===== src/sv/assert_macros.svh =====
// Assertion macros for the RTL; only fraction_add_reduce includes them.
`ifndef ASSERT_MACROS_SVH
`define ASSERT_MACROS_SVH
`ifndef ASSERT_OFF
`define ASSERT_IMPL(label, prop, msg) \
    label: assert property (@(posedge i_clk) disable iff (!i_rst_n) prop) else $error(msg);
`define ASSERT_NEXT(label, pre, post, msg) \
    label: assert property (@(posedge i_clk) disable iff (!i_rst_n) (pre) |=> (post)) \
    else $error(msg);
`else
`define ASSERT_IMPL(label, prop, msg)
`define ASSERT_NEXT(label, pre, post, msg)
`endif
`endif


===== src/sv/far_pkg.sv =====
// ----------------------------------------------------------------------------
// far_pkg
// Shared types and codes of the fraction adder.
// ----------------------------------------------------------------------------
package far_pkg;
    localparam logic [1:0] ST_OK       = 2'd0;
    localparam logic [1:0] ST_ZERO_DEN = 2'd1;
    localparam logic [1:0] ST_OVERFLOW = 2'd2;

    typedef enum logic [1:0] {
        OP_MUL,
        OP_DIV
    } t_op;

    typedef enum logic [4:0] {
        S_IDLE, S_CHECK, S_G1_START, S_G1_WAIT, S_Q_START, S_Q_WAIT,
        S_L_START, S_L_WAIT, S_K1_START, S_K1_WAIT, S_P1_START, S_P1_WAIT,
        S_LCM_START, S_LCM_WAIT,
        S_K2_START, S_K2_WAIT, S_P2_START, S_P2_WAIT, S_SUM,
        S_G2_START, S_G2_WAIT, S_RN_START, S_RN_WAIT, S_RD_START, S_RD_WAIT,
        S_FINISH, S_OUT
    } t_state;

    typedef struct packed {
        logic start;
        t_op  op;
    } t_alu_ctl;
endpackage


===== src/sv/far_alu.sv =====
// ----------------------------------------------------------------------------
// far_alu
// Bit-serial unsigned multiplier and restoring divider, one bit per cycle.
// ----------------------------------------------------------------------------
module far_alu import far_pkg::*; #(
    parameter int W = 64
) (
    input  logic         i_clk,
    input  logic         i_rst_n,
    input  t_alu_ctl     i_ctl,
    input  logic [W-1:0] i_a,
    input  logic [W-1:0] i_b,
    output logic         o_done,
    output logic [W-1:0] o_quo,
    output logic [W-1:0] o_rem
);
    localparam int CW = $clog2(W + 1);

    logic         r_busy, n_busy;
    logic         r_done, n_done;
    t_op          r_op, n_op;
    logic [CW-1:0] r_cnt, n_cnt;
    logic [W-1:0] r_a, n_a;   // multiplicand or dividend shift register
    logic [W-1:0] r_b, n_b;   // multiplier or divisor
    logic [W-1:0] r_acc, n_acc; // product or partial remainder
    logic [W:0]   w_trial;

    always_comb begin
        n_busy = r_busy;
        n_done = 1'b0;
        n_op   = r_op;
        n_cnt  = r_cnt;
        n_a    = r_a;
        n_b    = r_b;
        n_acc  = r_acc;
        w_trial = {r_acc, r_a[W-1]} - {1'b0, r_b};
        if (i_ctl.start) begin
            n_busy = 1'b1;
            n_op   = i_ctl.op;
            n_cnt  = CW'(W);
            n_a    = i_a;
            n_b    = i_b;
            n_acc  = '0;
        end else if (r_busy) begin
            if (r_op == OP_MUL) begin
                // Product low bits only; callers pre-check for overflow.
                if (r_b[0]) n_acc = r_acc + r_a;
                n_a = {r_a[W-2:0], 1'b0};
                n_b = {1'b0, r_b[W-1:1]};
            end else begin
                if (!w_trial[W]) begin
                    n_acc = w_trial[W-1:0];
                    n_a   = {r_a[W-2:0], 1'b1};
                end else begin
                    n_acc = {r_acc[W-2:0], r_a[W-1]};
                    n_a   = {r_a[W-2:0], 1'b0};
                end
            end
            n_cnt = r_cnt - 1'b1;
            if (r_cnt == CW'(1)) begin
                n_busy = 1'b0;
                n_done = 1'b1;
            end
        end
    end

    always_ff @(posedge i_clk) begin
        if (!i_rst_n) begin
            r_busy <= 1'b0;
            r_done <= 1'b0;
            r_cnt  <= '0;
            r_op   <= OP_MUL;
        end else begin
            r_busy <= n_busy;
            r_done <= n_done;
            r_cnt  <= n_cnt;
            r_op   <= n_op;
        end
        r_a   <= n_a;
        r_b   <= n_b;
        r_acc <= n_acc;
    end

    assign o_done = r_done;
    assign o_quo  = (r_op == OP_MUL) ? r_acc : r_a;
    assign o_rem  = r_acc;
endmodule


===== src/sv/fraction_add_reduce.sv =====
// ----------------------------------------------------------------------------
// fraction_add_reduce
// Adds two fractions and reduces the sum by its greatest common divisor.
// ----------------------------------------------------------------------------
// Input channel (s_axis): one transaction carries both fractions. Output
// channel (m_axis): one transaction per input with the reduced sum and a
// status code (0 ok, 1 zero denominator, 2 overflow; sums are zero on error).
// All arithmetic runs on one shared 66-bit bit-serial unit that multiplies
// or divides: each operation starts, shifts every bit, then flags done.
// The work per item grows with the Euclid steps of both gcds, and error
// items leave early.
// One item is worked at a time; s_axis_tready is high only while idle.
// The result is held in the output register until the receiver takes it,
// so a stall on m_axis simply holds the block. Reset drops any item in
// flight and clears the output valid.
`include "assert_macros.svh"
module fraction_add_reduce import far_pkg::*; #(
    parameter int DATA_WIDTH = 32
) (
    input  logic         i_clk,
    input  logic         i_rst_n,
    input  logic         s_axis_tvalid,
    output logic         s_axis_tready,
    // first_numerator[31:0], first_denominator[62:32],
    // second_numerator[94:63], second_denominator[125:95]
    input  logic [127:0] s_axis_tdata,
    output logic         m_axis_tvalid,
    input  logic         m_axis_tready,
    // sum_numerator[31:0], sum_denominator[62:32], status[64:63]
    output logic [71:0]  m_axis_tdata
);
    localparam int W = 66; // fits any 64-bit signed magnitude plus headroom
    localparam logic [W-1:0] MAXV = W'((65'd1 << (DATA_WIDTH - 1)) - 65'd1);

    t_state       r_st, n_st;
    logic         r_s1, r_s2, r_ss, n_s1, n_s2, n_ss;
    logic [W-1:0] r_m1, r_m2, r_d1, r_d2, n_m1, n_m2, n_d1, n_d2;
    logic [W-1:0] r_x, r_y, n_x, n_y;          // Euclid pair
    logic [W-1:0] r_lcm, r_t, r_sm, n_lcm, n_t, n_sm;
    logic [1:0]   r_status, n_status;
    logic [31:0]  r_on, n_on;
    logic [30:0]  r_od, n_od;
    logic         r_ov, n_ov;

    t_alu_ctl     w_ctl;
    logic [W-1:0] w_a, w_b, w_quo, w_rem;
    logic         w_done;
    logic [W-1:0] w_lim1, w_lim2, w_lims;

    far_alu #(.W(W)) u_alu (
        .i_clk(i_clk), .i_rst_n(i_rst_n), .i_ctl(w_ctl), .i_a(w_a), .i_b(w_b),
        .o_done(w_done), .o_quo(w_quo), .o_rem(w_rem)
    );

    assign w_lim1 = r_s1 ? MAXV + 1'b1 : MAXV;
    assign w_lim2 = r_s2 ? MAXV + 1'b1 : MAXV;
    assign w_lims = r_ss ? MAXV + 1'b1 : MAXV;

    always_comb begin
        n_st = r_st; n_s1 = r_s1; n_s2 = r_s2; n_ss = r_ss;
        n_m1 = r_m1; n_m2 = r_m2; n_d1 = r_d1; n_d2 = r_d2;
        n_x = r_x; n_y = r_y; n_lcm = r_lcm; n_t = r_t; n_sm = r_sm;
        n_status = r_status; n_on = r_on; n_od = r_od; n_ov = r_ov;
        w_ctl = '{start: 1'b0, op: OP_DIV};
        w_a = r_x; w_b = r_y;
        case (r_st)
            S_IDLE: if (s_axis_tvalid) begin
                n_s1 = s_axis_tdata[31];
                n_s2 = s_axis_tdata[94];
                n_m1 = W'(s_axis_tdata[31] ? 32'(-s_axis_tdata[31:0])
                                           : s_axis_tdata[31:0]);
                n_m2 = W'(s_axis_tdata[94] ? 32'(-s_axis_tdata[94:63])
                                           : s_axis_tdata[94:63]);
                n_d1 = W'(s_axis_tdata[62:32]);
                n_d2 = W'(s_axis_tdata[125:95]);
                n_st = S_CHECK;
            end
            S_CHECK: begin
                n_on = '0; n_od = '0;
                if (r_d1 == '0 || r_d2 == '0) begin
                    n_status = ST_ZERO_DEN; n_st = S_OUT;
                end else if (r_m1 > w_lim1 || r_m2 > w_lim2 || r_d1 > MAXV || r_d2 > MAXV) begin
                    n_status = ST_OVERFLOW; n_st = S_OUT;
                end else begin
                    n_x = r_d1; n_y = r_d2; n_st = S_G1_START;
                end
            end
            S_G1_START, S_G2_START: begin
                if (r_y == '0) begin
                    n_st = (r_st == S_G1_START) ? S_Q_START : S_RN_START;
                end else begin
                    w_ctl = '{start: 1'b1, op: OP_DIV};
                    n_st = (r_st == S_G1_START) ? S_G1_WAIT : S_G2_WAIT;
                end
            end
            S_G1_WAIT, S_G2_WAIT: if (w_done) begin
                n_x = r_y; n_y = w_rem;
                n_st = (r_st == S_G1_WAIT) ? S_G1_START : S_G2_START;
            end
            S_Q_START: begin
                w_a = r_d2; w_b = r_x; w_ctl = '{start: 1'b1, op: OP_DIV};
                n_st = S_Q_WAIT;
            end
            S_Q_WAIT: if (w_done) begin n_t = w_quo; n_st = S_L_START; end
            S_L_START: begin
                // d1*q overflows iff d1 > maxv/q
                w_a = MAXV; w_b = r_t; w_ctl = '{start: 1'b1, op: OP_DIV};
                n_st = S_L_WAIT;
            end
            S_L_WAIT: if (w_done) begin
                if (r_d1 > w_quo) begin n_status = ST_OVERFLOW; n_st = S_OUT; end
                else n_st = S_K1_START;
            end
            S_K1_START: begin
                // lcm/d1 = q; compute lim/q for the scale check
                w_a = w_lim1; w_b = r_t; w_ctl = '{start: 1'b1, op: OP_DIV};
                n_st = S_K1_WAIT;
            end
            S_K1_WAIT: if (w_done) begin
                if (r_m1 > w_quo) begin n_status = ST_OVERFLOW; n_st = S_OUT; end
                else n_st = S_P1_START;
            end
            S_P1_START: begin
                w_a = r_m1; w_b = r_t; w_ctl = '{start: 1'b1, op: OP_MUL};
                n_st = S_P1_WAIT;
            end
            S_P1_WAIT: if (w_done) begin
                n_m1 = w_quo; n_st = S_LCM_START;
            end
            S_LCM_START: begin
                w_a = r_d1; w_b = r_t; w_ctl = '{start: 1'b1, op: OP_MUL};
                n_st = S_LCM_WAIT;
            end
            S_LCM_WAIT: if (w_done) begin n_lcm = w_quo; n_st = S_K2_START; end
            S_K2_START: begin
                // k2 = lcm/d2 = d1/g; x holds g
                w_a = r_d1; w_b = r_x; w_ctl = '{start: 1'b1, op: OP_DIV};
                n_st = S_K2_WAIT;
            end
            S_K2_WAIT: if (w_done) begin n_t = w_quo; n_st = S_P2_START; end
            S_P2_START: begin
                // First pass checks lim/k2, second pass forms m2*k2.
                if (!r_ov) begin
                    w_a = w_lim2; w_b = r_t; w_ctl = '{start: 1'b1, op: OP_DIV};
                end else begin
                    w_a = r_m2; w_b = r_t; w_ctl = '{start: 1'b1, op: OP_MUL};
                end
                n_st = S_P2_WAIT;
            end
            S_P2_WAIT: if (w_done) begin
                if (!r_ov) begin
                    if (r_m2 > w_quo) begin n_status = ST_OVERFLOW; n_st = S_OUT; end
                    else begin n_ov = 1'b1; n_st = S_P2_START; end
                end else begin
                    n_m2 = w_quo; n_ov = 1'b0; n_st = S_SUM;
                end
            end
            S_SUM: begin
                if (r_s1 == r_s2) begin
                    n_ss = r_s1;
                    if (r_m1 > (r_s1 ? MAXV + 1'b1 : MAXV) ||
                        r_m2 > (r_s1 ? MAXV + 1'b1 : MAXV) - r_m1) begin
                        n_status = ST_OVERFLOW; n_st = S_OUT;
                    end else n_sm = r_m1 + r_m2;
                end else if (r_m1 >= r_m2) begin
                    n_sm = r_m1 - r_m2; n_ss = r_s1;
                end else begin
                    n_sm = r_m2 - r_m1; n_ss = r_s2;
                end
                if (n_st == S_SUM) begin
                    if (n_sm == '0) n_ss = 1'b0;
                    n_x = n_sm; n_y = r_lcm;
                    n_st = S_G2_START;
                end
            end
            S_RN_START: begin
                w_a = r_sm; w_b = r_x; w_ctl = '{start: 1'b1, op: OP_DIV};
                n_st = S_RN_WAIT;
            end
            S_RN_WAIT: if (w_done) begin n_sm = w_quo; n_st = S_RD_START; end
            S_RD_START: begin
                w_a = r_lcm; w_b = r_x; w_ctl = '{start: 1'b1, op: OP_DIV};
                n_st = S_RD_WAIT;
            end
            S_RD_WAIT: if (w_done) begin n_lcm = w_quo; n_st = S_FINISH; end
            S_FINISH: begin
                if (r_sm > (r_ss ? W'(32'h8000_0000) : W'(32'h7FFF_FFFF)) ||
                    r_lcm > W'(32'h7FFF_FFFF) || r_sm > w_lims) begin
                    n_status = ST_OVERFLOW;
                end else begin
                    n_status = ST_OK;
                    n_on = r_ss ? 32'(-r_sm[31:0]) : r_sm[31:0];
                    n_od = r_lcm[30:0];
                end
                n_st = S_OUT;
            end
            S_OUT: if (m_axis_tready) n_st = S_IDLE;
            default: n_st = S_IDLE;
        endcase
    end

    always_ff @(posedge i_clk) begin
        if (!i_rst_n) begin
            r_st <= S_IDLE;
            r_ov <= 1'b0;
        end else begin
            r_st <= n_st;
            r_ov <= n_ov;
        end
        r_s1 <= n_s1; r_s2 <= n_s2; r_ss <= n_ss;
        r_m1 <= n_m1; r_m2 <= n_m2; r_d1 <= n_d1; r_d2 <= n_d2;
        r_x <= n_x; r_y <= n_y; r_lcm <= n_lcm; r_t <= n_t; r_sm <= n_sm;
        r_status <= n_status; r_on <= n_on; r_od <= n_od;
    end

    assign s_axis_tready = (r_st == S_IDLE);
    assign m_axis_tvalid = (r_st == S_OUT);
    assign m_axis_tdata  = {7'd0, r_status, r_od, r_on};

    `ASSERT_NEXT(a_out_hold, m_axis_tvalid && !m_axis_tready, m_axis_tvalid && $stable(m_axis_tdata), "result changed while stalled")
    `ASSERT_IMPL(a_excl, !(s_axis_tready && m_axis_tvalid), "ready while result pending")
    `ASSERT_IMPL(a_err_zero, m_axis_tvalid && m_axis_tdata[64:63] != ST_OK |-> m_axis_tdata[62:0] == '0, "error result not zero")
endmodule

===== config.mk =====
export PLATFORM = sky130hd
export DESIGN_NAME = fraction_add_reduce
export DESIGN_NICKNAME = d
export VERILOG_FILES = /design/src/sv/far_pkg.sv /design/src/sv/far_alu.sv /design/src/sv/fraction_add_reduce.sv
export VERILOG_INCLUDE_DIRS = /design/src /design/src/sv
export SDC_FILE = /design/constraint.sdc
export NUM_CORES = 2
export LEC_CHECK = 0
export BUFFER_PORTS_ARGS = -buffer_cell sky130_fd_sc_hd__buf_2
export CAP_MARGIN = 25
export CORE_ASPECT_RATIO = 1.5
export CORE_UTILIZATION = 45
export CTS_CLUSTER_SIZE = 30
export DETAILED_ROUTE_END_ITERATION = 7
export PLACE_DENSITY_LB_ADDON = 0.3
export SLEW_MARGIN = 20
export SYNTH_ARGS = -nofsm -noshare
export SYNTH_HDL_FRONTEND = slang
export SYNTH_SLANG_ARGS = --single-unit

===== constraint.sdc =====
create_clock -name i_clk -period 17 [get_ports i_clk]
set_input_delay 0.85 -clock i_clk [delete_from_list [all_inputs] [get_ports i_clk]]
set_output_delay 0.85 -clock i_clk [all_outputs]
set_load 0.05 [all_outputs]

==> run metrics <==
Final Cycle Share 72.09%; DP HPWL 243.6 mm; r2r endpoint r_ss; effective utilization at floorplan 45.35%; number of global-route vias before repair 62730; M1 WL 125.9 mm; top post-synthesis cells by area edfxtp_1, ha_1, a21oi_1, nor2_1, nand2_1; FP Rows 173; fmax 0.08160 GHz; R2R depth 36; met3 WL post-DR 32.12 mm; Tmin final 12.26 ns; status complete, no violations; FF/Latch Area 0.02339 mm2; first-pass GRT wire length 443.4 mm; Final nets 8519; prevailing post-synth register cell edfxtp_1; Clock Latency Late Sink 0.72 ns; fillers 14150; sequential fraction of the synthesis area 34.77%; Overflow after GRT 0; Hold Path Class input pin to flip-flop; Synth cell types 96; largest net degree at the start of global routing 80; critical path class flip-flop to flip-flop; Setup Fix Bufs, Post-CTS 0; hold_buf cts 0; VDD IR-drop max 124.5 uV; synthesis-to-layout area growth 9.934%; Maximum Capacitance Violations 0; Top Ports 206; die area 0.1510 mm2; CP required 17.43 ns; CTS Buffer Depth 3; clk root buf clkbuf_16; TritonRoute pass-1 iters 7; final hold violations 0; Worst setup startpoint r_s1; CTS clk-pin slew, worst paths 0.08 ns; Top Layer Used met5; total number of vias 66590; H-tree levels 3; post-detailed-route DRC marker count 0; 1st-iter DRT viols 9383; GRT Util Overall 40.16%; CTS sink count 806; Reg2Reg Launch Point r_s1; CTS tree built; multi-input logic area 0.04107 mm2; final core occ 49.86%; CP arrival 12.68 ns; post-synth top area share 32.33%; final setup fails 0; R2R Setup Slk 4.74 ns; vias per std cell 6.872; synth warn 0; Syn Inst Count 7615; synthesized area 0.06724 mm2; PwrDens 225.9 mW/mm2; PostCTS Resize Cnt 0; die height 475.4 um; Power, Total 16.70 mW; Post-synth ARST share 0%; HP Start s_axis_tdata[108]; Port Buffer Count 196; CTS buffer count 86; Crit path largest cell delay 0.93 ns; Slew Viols, Final 0; Slowest-stage cell, CP a221oi_1; Routability Congestion 1.041; critical path capture point type flip-flop; EDFF count, synth 724; Core ar. 0.1483 mm2; Final Skew 0.03389 ns; Yosys reg bits 806; worst hold slack 0.3097 ns; share of cells above drive strength 1 8.287%; slew at the pin closest to its max-slew limit 1.188 ns; static leakage 29.68 nW; Worst slew margin 19.53%; WL met2 132.9 mm; initial antenna violation count 7; mean post-synth cell area 8.830 um2; Post-DRT Antenna Nets 0; final WL 313.6 mm; setup TNS 0 ns; crit path to r_ss; area leader, netlist edfxtp_1; unrepaired setup endpoints after global routing false; Die X 317.6 um; CP max FO 32; routed len/inst 32.37 um; startpoint types flip-flop
per-layer routing:
metal / up-vias / GRT usage (%)
li1: 29080 / -
met1: 32690 / 53.85
met2: 4072 / 60.38
met3: 744 / 6.484
met4: 2 / 25.23
met5: - / 0
state kept, by name, summed over array words and instances (netlist names), 2 cells and up:
signal / cells
r_on: 32
r_lcm: 66
r_m2: 66
u_alu.r_a: 66
u_alu.o_rem: 66
u_alu.r_cnt: 7
r_d2: 31
r_status: 2
r_m1: 66
r_st: 5
r_t: 66
r_d1: 31
r_y: 66
r_x: 66
r_od: 31
u_alu.r_b: 66
r_sm: 66
cell usage after synthesis (all sizes together) (123+ instances only):
cell type    n
a21o       187
nor2       650
xor2       134
xnor2      207
ha         690
nand4      161
a22o       131
a21oi      812
nor3       137
inv        415
edfxtp     724
o21ai      457
nand2      633
a211oi     123
nand3      140
clkbuf     332
layout make-up:
cell class              instances  area share (%)
inverters                     418           2.124
multi-input cells            5996           55.56
well taps                    1925           3.258
clock buffers                  97           2.967
diodes                          6         0.02031
clock inverters                59           1.151
flip-flops and latches        806           31.64
repair buffers                383           3.279
stage by stage:
step / setup WS (ns) / cell area [um2] / cells
final: 4.745 / 73920 / 9690
after global routing: 4.600 / 73910 / 9685
after CTS: 5.164 / 73830 / 9679
after detailed placement: 5.192 / 70780 / 9523
after global placement: 4.773 / 70730 / 9518
after floorplan: 2.436 / 67260 / 7621
worst min-delay path by stage:
stage                      to  slack (ns)  depth (start not counted)
5_1_grt              r_d2[13]        0.30                          1
4_1_cts               r_d2[5]        0.28                          1
2_1_floorplan  u_alu.o_rem[4]        0.49                          2
3_5_place_dp   u_alu.r_cnt[5]        0.55                          2
3_3_place_gp   u_alu.r_cnt[4]        0.53                          2
6_report             r_d2[13]        0.31                          1
cells in the final DEF (no fill, tap or decap), types with 178 or more instances in the layout:
cell type and n:
a21oi_1 809, edfxtp_1 724, ha_1 690, nor2_1 641, nand2_1 629, o21ai_0 452
inv_1 413, xnor2_1 205, buf_2 198, a21o_1 186, buf_4 178
logic make-up (layout without fill, tap and decap cells):
| group | after synthesis | count (layout) | share of synthesized area [%] |
|---|---|---|---|
| AOI/OAI and AO/OA | 2587 | 2587 | 25.31 |
| buffers and inverters | 819 | 957 | 4.667 |
| adders and majority gates | 696 | 696 | 13.02 |
| DFF | 806 | 806 | 34.77 |
| and+or+nand+nor | 2244 | 2244 | 15.96 |
| other | 1 | 13 | 0.005577 |
| muxes | 121 | 121 | 1.827 |
| xor gates and xnor gates | 341 | 341 | 4.442 |
power by group:
group / total, mW / internal [mW] / switching (mW) / leakage, nW
Sequential: 3.96 / 3.11 / 0.849 / 7.48
Clock: 2.12 / 1.23 / 0.892 / 1.46
Combinational: 10.6 / 3.41 / 7.21 / 20.7
critical path, delay by kind of cell (launching register included):
| kind | cells | cell delay, ns |
|---|---|---|
| AOI/OAI and AO/OA | 15 | 3.90 |
| xor gates and xnor gates | 1 | 0.17 |
| adders and majority gates | 2 | 0.77 |
| buffers and inverters | 4 | 1.15 |
| DFF | 1 | 0.75 |
| and+or+nand+nor | 14 | 5.17 |
No activity file was read; power rests on OpenSTA's default activity.
